### config.mk
export PLATFORM = sky130hd
export DESIGN_NAME = sorted_table_insert_delete_core
export DESIGN_NICKNAME = d
export VERILOG_FILES = /design/src/rtl/stid_pkg.sv /design/src/rtl/sorted_table_insert_delete_core.sv /design/src/rtl/stid_cell.sv
export SDC_FILE = /design/constraint.sdc
export NUM_CORES = 2
export LEC_CHECK = 0
export BUFFER_PORTS_ARGS = -buffer_cell sky130_fd_sc_hd__buf_2
export CAP_MARGIN = 25
export CORE_MARGIN = 2
export CORE_UTILIZATION = 34
export CTS_BUF_LIST = sky130_fd_sc_hd__clkbuf_8 sky130_fd_sc_hd__clkbuf_16
export CTS_CLUSTER_DIAMETER = 30
export DETAILED_ROUTE_END_ITERATION = 6
export PLACE_DENSITY_LB_ADDON = 0.05
export SLEW_MARGIN = 20
export SYNTH_ARGS = -nofsm -noshare
export SYNTH_HDL_FRONTEND = slang
export SYNTH_SLANG_ARGS = --single-unit
export TNS_END_PERCENT = 20
### constraint.sdc
create_clock -name i_clk -period 25.7 [get_ports i_clk]
set_clock_uncertainty 0.15 [all_clocks]
set_input_delay 7.71 -clock i_clk [delete_from_list [all_inputs] [get_ports i_clk]]
set_output_delay 7.71 -clock i_clk [all_outputs]
set_load 0.03 [all_outputs]
### src/rtl/stid_pkg.sv
// Package for the sorted table core: status and request codes, field widths
// and the default table capacity. No dependencies.
package stid_pkg;

    // Default number of cells in the table.
    localparam int CAPACITY_DEF = 16;

    // Fixed field widths.
    localparam int VALUE_W  = 32;
    localparam int STATUS_W = 2;
    localparam int COUNT_W  = 5;

    // Request codes.
    localparam logic REQ_INSERT = 1'b0;
    localparam logic REQ_DELETE = 1'b1;

    // Status codes.
    localparam logic [STATUS_W-1:0] ST_INSERTED  = 2'd0;
    localparam logic [STATUS_W-1:0] ST_DELETED   = 2'd1;
    localparam logic [STATUS_W-1:0] ST_NOT_FOUND = 2'd2;
    localparam logic [STATUS_W-1:0] ST_FULL      = 2'd3;

    // Operation broadcast to every cell in the chain.
    typedef struct packed {
        logic ins;
        logic del;
    } t_cell_op;

    // Per-cell position information derived from the fill count.
    typedef struct packed {
        logic occ;
        logic at_end;
    } t_cell_pos;

    // Comparison flags a cell hands to its right neighbour and the top level.
    typedef struct packed {
        logic gt;
        logic ge;
        logic hit;
    } t_cell_flags;

endpackage

### src/rtl/sorted_table_insert_delete_core.sv
// Sorted table core: a chain of CAPACITY cells kept in ascending signed order.
// A request is taken only in the idle state, so no new request is accepted until
// the result word of the last one is taken. The steps are the cell update, the
// readout of minimum and maximum and the output handshake, which waits for the receiver.
// Reset (synchronous, active low) empties the table and clears the handshake;
// the cell contents are left as they are and are ignored until written.
module sorted_table_insert_delete_core
    import stid_pkg::*;
#(
    parameter int CAPACITY = CAPACITY_DEF
)(
    input  logic                       i_clk,
    input  logic                       i_rst_n,
    input  logic                       i_req_valid,
    output logic                       o_req_ready,
    input  logic                       i_req_type,
    input  logic signed [VALUE_W-1:0]  i_req_value,
    output logic                       o_res_valid,
    input  logic                       i_res_ready,
    output logic        [STATUS_W-1:0] o_status,
    output logic        [COUNT_W-1:0]  o_entry_count,
    output logic signed [VALUE_W-1:0]  o_min_value,
    output logic signed [VALUE_W-1:0]  o_max_value
);

    localparam int CNT_W = $clog2(CAPACITY + 1);

    // Sequencer states.
    localparam logic [1:0] S_IDLE = 2'd0;
    localparam logic [1:0] S_READ = 2'd1;
    localparam logic [1:0] S_OUT  = 2'd2;

    logic [1:0]                r_state;
    logic [1:0]                n_state;
    logic [CNT_W-1:0]          r_count;
    logic [CNT_W-1:0]          n_count;
    logic [STATUS_W-1:0]       r_status;
    logic [STATUS_W-1:0]       n_status;
    logic [STATUS_W-1:0]       r_out_status;
    logic [COUNT_W-1:0]        r_out_count;
    logic signed [VALUE_W-1:0] r_out_min;
    logic signed [VALUE_W-1:0] r_out_max;

    logic                      accept;
    logic                      full;
    logic                      found;
    logic signed [VALUE_W-1:0] last_value;
    t_cell_op                  op;

    logic signed [VALUE_W-1:0] cell_value [CAPACITY];
    t_cell_flags               cell_flags [CAPACITY];
    t_cell_pos                 cell_pos   [CAPACITY];
    logic [CAPACITY-1:0]       cell_hit;
    logic [CAPACITY-1:0]       cell_last;

    assign o_req_ready = (r_state == S_IDLE);
    assign accept      = i_req_valid && o_req_ready;
    assign full        = (r_count == CNT_W'(CAPACITY));
    assign found       = |cell_hit;

    // Operation broadcast to the cells; refused requests change nothing.
    always_comb begin
        op.ins = accept && (i_req_type == REQ_INSERT) && !full;
        op.del = accept && (i_req_type == REQ_DELETE) && found;
    end

    // Chain of cells; the first sees zero on its left, the last sees its own word on its right.
    for (genvar g = 0; g < CAPACITY; g++) begin : g_cell
        logic signed [VALUE_W-1:0] left_value;
        logic signed [VALUE_W-1:0] right_value;
        t_cell_flags               left_flags;

        if (g == 0) begin : g_first
            assign left_value = '0;
            assign left_flags = '0;
        end else begin : g_inner
            assign left_value = cell_value[g-1];
            assign left_flags = cell_flags[g-1];
        end

        if (g == CAPACITY - 1) begin : g_final
            assign right_value = cell_value[g];
        end else begin : g_more
            assign right_value = cell_value[g+1];
        end

        assign cell_pos[g].occ    = (CNT_W'(g) < r_count);
        assign cell_pos[g].at_end = (CNT_W'(g) == r_count);
        assign cell_hit[g]        = cell_flags[g].hit;
        assign cell_last[g]       = (CNT_W'(g + 1) == r_count);

        stid_cell u_cell (
            .i_clk         (i_clk),
            .i_rst_n       (i_rst_n),
            .i_op          (op),
            .i_pos         (cell_pos[g]),
            .i_req_value   (i_req_value),
            .i_left_value  (left_value),
            .i_left_flags  (left_flags),
            .i_right_value (right_value),
            .o_value       (cell_value[g]),
            .o_flags       (cell_flags[g])
        );
    end

    // Pick the word of the last occupied cell with a one-hot AND-OR.
    always_comb begin
        last_value = '0;
        for (int k = 0; k < CAPACITY; k++) begin
            last_value = last_value | (cell_value[k] & {VALUE_W{cell_last[k]}});
        end
    end

    // Status and fill count for the accepted request.
    always_comb begin
        n_status = r_status;
        n_count  = r_count;
        if (accept) begin
            if (i_req_type == REQ_INSERT) begin
                n_status = full ? ST_FULL : ST_INSERTED;
                if (!full) begin
                    n_count = r_count + CNT_W'(1);
                end
            end else begin
                n_status = found ? ST_DELETED : ST_NOT_FOUND;
                if (found) begin
                    n_count = r_count - CNT_W'(1);
                end
            end
        end
    end

    // Sequencer: update the cells, read back the ends, hand out the word.
    always_comb begin
        n_state = r_state;
        case (r_state)
            S_IDLE: begin
                if (accept) begin
                    n_state = S_READ;
                end
            end
            S_READ: begin
                n_state = S_OUT;
            end
            S_OUT: begin
                if (i_res_ready) begin
                    n_state = S_IDLE;
                end
            end
            default: begin
                n_state = S_IDLE;
            end
        endcase
    end

    // Control registers.
    always_ff @(posedge i_clk) begin
        if (!i_rst_n) begin
            r_state <= S_IDLE;
            r_count <= '0;
        end else begin
            r_state <= n_state;
            r_count <= n_count;
        end
    end

    // Result registers; loaded once the cells hold the updated table.
    // The count field keeps the low bits of the fill count, zero-extended
    // when the table is small.
    always_ff @(posedge i_clk) begin
        r_status <= n_status;
        if (r_state == S_READ) begin
            r_out_status <= r_status;
            r_out_count  <= COUNT_W'(r_count);
            if (r_count == '0) begin
                r_out_min <= '0;
                r_out_max <= '0;
            end else begin
                r_out_min <= cell_value[0];
                r_out_max <= last_value;
            end
        end
    end

    assign o_res_valid   = (r_state == S_OUT);
    assign o_status      = r_out_status;
    assign o_entry_count = r_out_count;
    assign o_min_value   = r_out_min;
    assign o_max_value   = r_out_max;

endmodule

### src/rtl/stid_cell.sv
// One cell of the sorted table: holds a single value, compares it with the
// request and shifts to or from its neighbours. Depends on stid_pkg.
module stid_cell
    import stid_pkg::*;
(
    input  logic                      i_clk,
    input  logic                      i_rst_n,
    input  t_cell_op                  i_op,
    input  t_cell_pos                 i_pos,
    input  logic signed [VALUE_W-1:0] i_req_value,
    input  logic signed [VALUE_W-1:0] i_left_value,
    input  t_cell_flags               i_left_flags,
    input  logic signed [VALUE_W-1:0] i_right_value,
    output logic signed [VALUE_W-1:0] o_value,
    output t_cell_flags               o_flags
);

    logic signed [VALUE_W-1:0] r_value;
    logic signed [VALUE_W-1:0] n_value;

    // Compare the stored value with the request; empty cells never match.
    always_comb begin
        o_flags.gt  = i_pos.occ && (r_value > i_req_value);
        o_flags.ge  = i_pos.occ && !(r_value < i_req_value);
        o_flags.hit = i_pos.occ && (r_value == i_req_value) && !i_left_flags.ge;
    end

    // On insert, cells past the slot take the left word and the slot takes
    // the request; on delete, cells from the match onwards take the right word.
    always_comb begin
        n_value = r_value;
        if (i_op.ins) begin
            if (i_left_flags.gt) begin
                n_value = i_left_value;
            end else if (o_flags.gt || i_pos.at_end) begin
                n_value = i_req_value;
            end
        end else if (i_op.del) begin
            if (o_flags.ge) begin
                n_value = i_right_value;
            end
        end
    end

    // The stored word is payload and is not reset.
    always_ff @(posedge i_clk) begin
        if (i_rst_n) begin
            r_value <= n_value;
        end
    end

    assign o_value = r_value;

endmodule

* Word level (Yosys, flattened, before mapping)
Index checks and enable logic that the tools add are counted.
Operators by class: $add $sub $neg 2, order comparisons 47, eq/ne operators 54, multiplexer cells 85, bitwise logic cells 32, reduce and logical (&&, ||, !) cells 152
Operators by type and width (count):
- 2-to-1 mux 32 bit | 76
- AND 32 bit | 16
- equality test 32 bit | 16
- greater-than comparator 32 bit | 16
- less-than comparator 32 bit | 15
- OR 32 bit | 15
- logical AND 1 bit | 67
- AND reduction 4 bit | 15
- equality test 4 x 5 -> 1 bit (first input constant) | 8
- less-than comparator 4 x 5 -> 1 bit (first input constant) | 8
- inequality test 3 x 1 -> 1 bit (second input constant) | 13
- nonzero test 2 bit | 17
- logical NOT 1 bit | 31
- equality test 3 x 5 -> 1 bit (first input constant) | 4
- less-than comparator 3 x 5 -> 1 bit (first input constant) | 4
- logical OR 1 bit | 16
- OR reduction 16 bit | 1
- 2-to-1 mux 5 bit | 3
- equality test 2 x 5 -> 1 bit (first input constant) | 2
- less-than comparator 1 x 5 -> 1 bit (first input constant) | 2
- less-than comparator 2 x 5 -> 1 bit (first input constant) | 2
- 2-to-1 mux 2 bit | 5
- inequality test 2 x 1 -> 1 bit (second input constant) | 3
- case mux 2 bit (3 select lines) | 1
- other kinds (14) | 16
Word-level totals: flip-flop bits (word level) 592, word-level logic and storage cells 395

* Depth between registers and ports, before layout
depth after elaboration 17, gate-level depth with buffers 15, gate-level depth less buffers 13

* Cells and area by module
A second synthesis with hierarchy kept.
Second synthesis, totals: cell total of the unflattened synthesis 4926, area total of the unflattened synthesis 46218.1 µm²
Modules (own cells, without submodules):
- stid_cell at g_cell[0].u_cell ... | times used 12, cells an instance 267, area an instance 2472.4 µm², seq. area each 960.9 µm²
- stid_cell at g_cell[6].u_cell ... | times used 4, cells an instance 267, area an instance 2484.9 µm², seq. area each 960.9 µm²
- sorted_table_insert_delete_core | times used 1, cells an instance 654, area an instance 6610.1 µm², seq. area each 2332.2 µm²

* Worst setup path before layout
No wires, ideal clock.
kind input-to-reg, start input port i_req_value[31], end register g_cell[3].u_cell.r_value[0] (enable), data arrival time 12.917 ns, data required time 25.070 ns, setup slack 12.153 ns, stages 14, buffers on the path 1, cell sequence inv_1 ha_1 nand4_1 nor3_1 nor3b_2 nand2_1 o211ai_1 mux2_4 or3_1 nand4_1 nor3_2 buf_6 nand3b_4 a311oi_1
On the way: word-level cells in the longest chain between the ends 9, elaborated cells between the ends (all ways) 118, those cells by class 17 x order compare; 17 x eq/ne; 84 x reduce/logical
RTL lines:
- from (decl) | RTL line sorted_table_insert_delete_core.sv:17 | input logic signed [VALUE_W-1:0] i_req_value,
- less-than comparator 32 bit | RTL line stid_cell.sv:24 | o_flags.ge = i_pos.occ && !(r_value < i_req_value);
- logical NOT 1 bit | RTL line stid_cell.sv:24
- logical AND 1 bit | RTL line stid_cell.sv:24
- logical NOT 1 bit | RTL line stid_cell.sv:25 | o_flags.hit = i_pos.occ && (r_value == i_req_value) && !i_left_flags.ge;
- logical AND 1 bit | RTL line stid_cell.sv:25
- OR reduction 16 bit | RTL line sorted_table_insert_delete_core.sv:59 | assign found = |cell_hit;
- logical AND 1 bit | RTL line sorted_table_insert_delete_core.sv:64 | op.del = accept && (i_req_type == REQ_DELETE) && found;
- nonzero test 2 bit (no line)
- AND reduction 4 bit (no line) (*)
- to (signal assigned) | RTL line stid_cell.sv:48 | r_value <= n_value;
- to (decl) | RTL line stid_cell.sv:18 | logic signed [VALUE_W-1:0] r_value;
Mark *: on every way between the ends. The rest lies on a longest branch, timed or not. A chain may end at the register's enable or synchronous reset.

* Final worst setup path
start input port i_req_value[15], end register g_cell[6].u_cell.r_value[26] (enable)
On the way: word-level cells in the longest chain between the ends 9, elaborated cells between the ends (all ways) 118, those cells by class 17 x order compare; 17 x eq/ne; 84 x reduce/logical
RTL lines (RTL line):
- less-than comparator 32 bit | stid_cell.sv:24
- logical NOT 1 bit | stid_cell.sv:24
- logical AND 1 bit | stid_cell.sv:24
- logical NOT 1 bit | stid_cell.sv:25
- logical AND 1 bit | stid_cell.sv:25
- OR reduction 16 bit | sorted_table_insert_delete_core.sv:59
- logical AND 1 bit | sorted_table_insert_delete_core.sv:64
- nonzero test 2 bit (no line)
- AND reduction 4 bit (no line) (*)
- to (signal assigned) | stid_cell.sv:48
- to (decl) | stid_cell.sv:18
Marked as above.

==> flow_metrics.py <==
metrics = {
    "global_routing": {
        "grt_max_degree": 232,
        "grt_pass1_wl_um": 302000,
        "grt_util_all_layers_pct": 33.8,
        "grt_pass1_vias": 36600,
        "grt.overflow.total": 0,
        "antenna_found_initial": 28,
    },
    "clock_network": {
        "cts_buffer_depth": 3,
        "htree_levels": 4,
        "clock_latency_ns": 0.82,
        "cts_tree": "built",
        "cts_setup_buffers": 0,
        "root_buffer": "clkbuf_16",
        "cts_resized": 0,
        "clkSinkCount": 592,
        "numCtsBuffers": 180,
        "path_clk_slew_ns": 0.04,
        "hold_buffers": 0,
    },
    "die": {
        "start_util_pct": 34.1,
        "num_io_pins": 110,
        "die_x_um": 359,
        "dieArea_um2": 129000,
        "core_um2": 125000,
        "fp.dieH_um": 359,
        "rows": 130,
    },
    "run": {
        "drv_cap": 0,
    },
    "outcome": {
        "run_status": "complete, but fails checks",
        "failed_checks": "design-rule violations",
    },
    "worst_setup_path": {
        "critPathLaunchType": "input port",
        "r2r_start": "g_cell[14].u_cell.o_value[15]",
        "cp.arrival_ns": 14.13,
        "required_ns": 25.97,
        "cp_max_fo": 25,
        "slowest_delay_ns": 0.86,
        "worstSetupEndpointType": "flop",
        "rr_worst_depth": 13,
        "cp_cell_sequence": "buf_2, inv_1, ha_1, nand4_1, nor4_1, a21boi_0, o41ai_1, a31oi_1, o32ai_1, a2111oi_0, nand4_1, nor3_2, nand3b_4, a21oi_4, buf_4",
        "r2r_end": "g_cell[6].u_cell.o_value[26]",
        "slowest_stage": "nor4_1",
        "r2r_slack_ns": 19.18,
        "critPathLaunch": "i_req_value[15]",
        "path_class": "input port to flop",
        "critPathCapture": "g_cell[6].u_cell.o_value[26]",
        "crit_top_cell": "nand4_1",
    },
    "route": {
        "antenna_left": 0,
        "vias_per_cell": 6.32,
        "num_vias": 39200,
        "drtPass1Iterations": 7,
        "wl_per_cell_um": 35.6,
        "first_iter_violations": 6168,
        "drc": 26,
        "finalWirelength_um": 221000,
    },
    "min_path": {
        "hold_class": "flop to flop",
    },
    "finish": {
        "instances_no_fill": 6211,
        "multi_input_area_um2": 24000,
        "final-seq-area_um2": 17700,
        "drive_gt1_share_pct": 11.4,
        "area_delta_synth_final_pct": 20.3,
        "final.fill_count": 12100,
        "layout_commonest_cell": "nand2_1",
        "fin_nets": 4966,
        "final_cell_mix": "725 x nand2_1, 585 x edfxtp_1, 540 x o21ai_0",
    },
    "placed_design": {
        "place.gp.congestion": 0.952,
        "numPortBuffers": 109,
        "dp_hpwl_um": 150000,
        "post-place-cells": 5880,
    },
    "pwr": {
        "power_frac_clock_pct": 59.4,
        "combPwrFrac_pct": 11.6,
        "seq_power_share_pct": 29.1,
        "power.share.switching_pct": 27.0,
        "ir_drop_mv": 0.0645,
        "powerDensity_nw_per_um2": 73.6,
        "power.internal_mw": 2.76,
        "leakage_nw": 22.4,
        "p_switching_mw": 1.02,
        "power_mw": 3.78,
    },
    "logic_synthesis": {
        "synth_nets": 4862,
        "synth.avg_cell_area_um2": 9.92,
        "synthFlopType": "edfxtp_1",
        "synth_cells": 4308,
        "synthDistinctLibCells": 72,
        "synth-seq-area-share_pct": 41.4,
        "yosysWarnings": 0,
        "synth_top_area_share_pct": 41.1,
        "ys_ff_latch": 592,
        "synth_top_area_cell": "edfxtp_1",
        "synth.top_cells.by_area": "edfxtp_1 41%, ha_1 15%, mux2i_1 9.2%",
        "async_flop_share_pct": 0,
        "synth-edff-count": 585,
        "synth_area_um2": 42700,
    },
    "sta": {
        "fin_tns_setup_ns": 0,
        "finalHoldViolCount": 0,
        "rsz0062_at_grt": "no",
        "whs_ns": 0.299,
        "max_freq_ghz": 0.0722,
        "slew_headroom_pct": 20.6,
        "setup_viol": 0,
        "period_needed_ns": 13.86,
        "worstMarginPinSlew_ns": 1.18,
        "finalMaxSlewViolations": 0,
        "fin_crit_sh_pct": 53.9,
    },
}
## logic make-up after synthesis
logic type | after synthesis | synth area share (%)
AND/OR/NAND/NOR | 1211 | 12.6
buffers and inverters | 339 | 3.12
adder cells (fa/ha/maj) | 517 | 15.1
multiplexers | 394 | 9.24
flip-flops | 592 | 41.4
XOR/XNOR | 9 | 0.184
AO/OA/AOI/OAI | 1246 | 18.3
## critical path, delay by kind of cell
kind	cells	cell delay, ns
simple gates	5	2.78
compound gates	6	1.78
fa+ha+maj	1	0.49
buf+inv	3	1.23
## registers in the layout, summed over array words and instances, names as in the netlist
signal,count
r_count,5
r_status,2
r_state,2
o_max_value,32
o_status,2
o_min_value,32
o_entry_count,5
g_cell.u_cell.o_value,512
## power by group through the flow
stage	registers (mW)	clock network, mW	logic, mW
CTS	1.10	2.26	0.426
floorplan	1.12	0	0.254
finish	1.10	2.25	0.438
global route	1.10	2.31	0.467
detailed placement	1.11	0	0.425
global placement	1.11	0	0.423
## synth_stat cells, drive strengths merged, types with 7 or more instances
master     n
a21o      61
a221oi   113
nand4     97
o21a      11
and3       7
nor2     127
a22o      63
edfxtp   585
o21ai    541
a2111oi    8
a31oi     87
ha       517
buf       51
and4      10
a211oi    10
a21boi     9
mux2i    392
nand2    737
inv       70
nand2b    14
dfxtp      7
nand3     63
and2      12
clkbuf   218
nor2b     56
a222oi    64
o211ai    17
a21oi    220
or3        8
nor4      23
nor3      37
## area by class of cell
type	instances	share of cell area (%)
clock inverter	141	3.04
sequential	592	34.4
tap	1650	4.01
antenna	6	0.0292
timing repair buffer	191	2.34
clock buffer	184	8.91
multi-input combinational	3377	46.7
inverter	70	0.511
## routing by layer
metal	vias up	track usage [%]	wire length [µm]
li1	16900	-	-
met1	19300	48.4	96800
met2	2508	48.7	91700
met3	498	7.83	22800
met4	22	14.2	9800
met5	-	0	172
## through the flow
| step | worst slack (ns) | instance area, µm² | util (%) |
|---|---|---|---|
| after floorplan | 12.15 | 42700 | - |
| after global placement | 11.47 | 45200 | 36.1 |
| after detailed placement | 11.44 | 45300 | 36.1 |
| after CTS | 12.29 | 51400 | 41.0 |
| after global routing | 11.94 | 51400 | 41.1 |
| final | 11.84 | 51400 | 41.1 |
## worst min-delay path by stage
| stage | start | to | slack [ns] | depth (start not counted) |
|---|---|---|---|---|
| floorplan | r_status[0] | o_status[0] | 0.25 | 0 |
| global route | r_status[0] | o_status[0] | 0.31 | 0 |
| global placement | r_status[0] | o_status[0] | 0.28 | 0 |
| detailed placement | r_status[0] | o_status[0] | 0.26 | 0 |
| finish | r_status[0] | o_status[0] | 0.30 | 0 |
| CTS | r_status[0] | o_status[0] | 0.30 | 0 |
No activity file was read; power rests on OpenSTA's default activity.
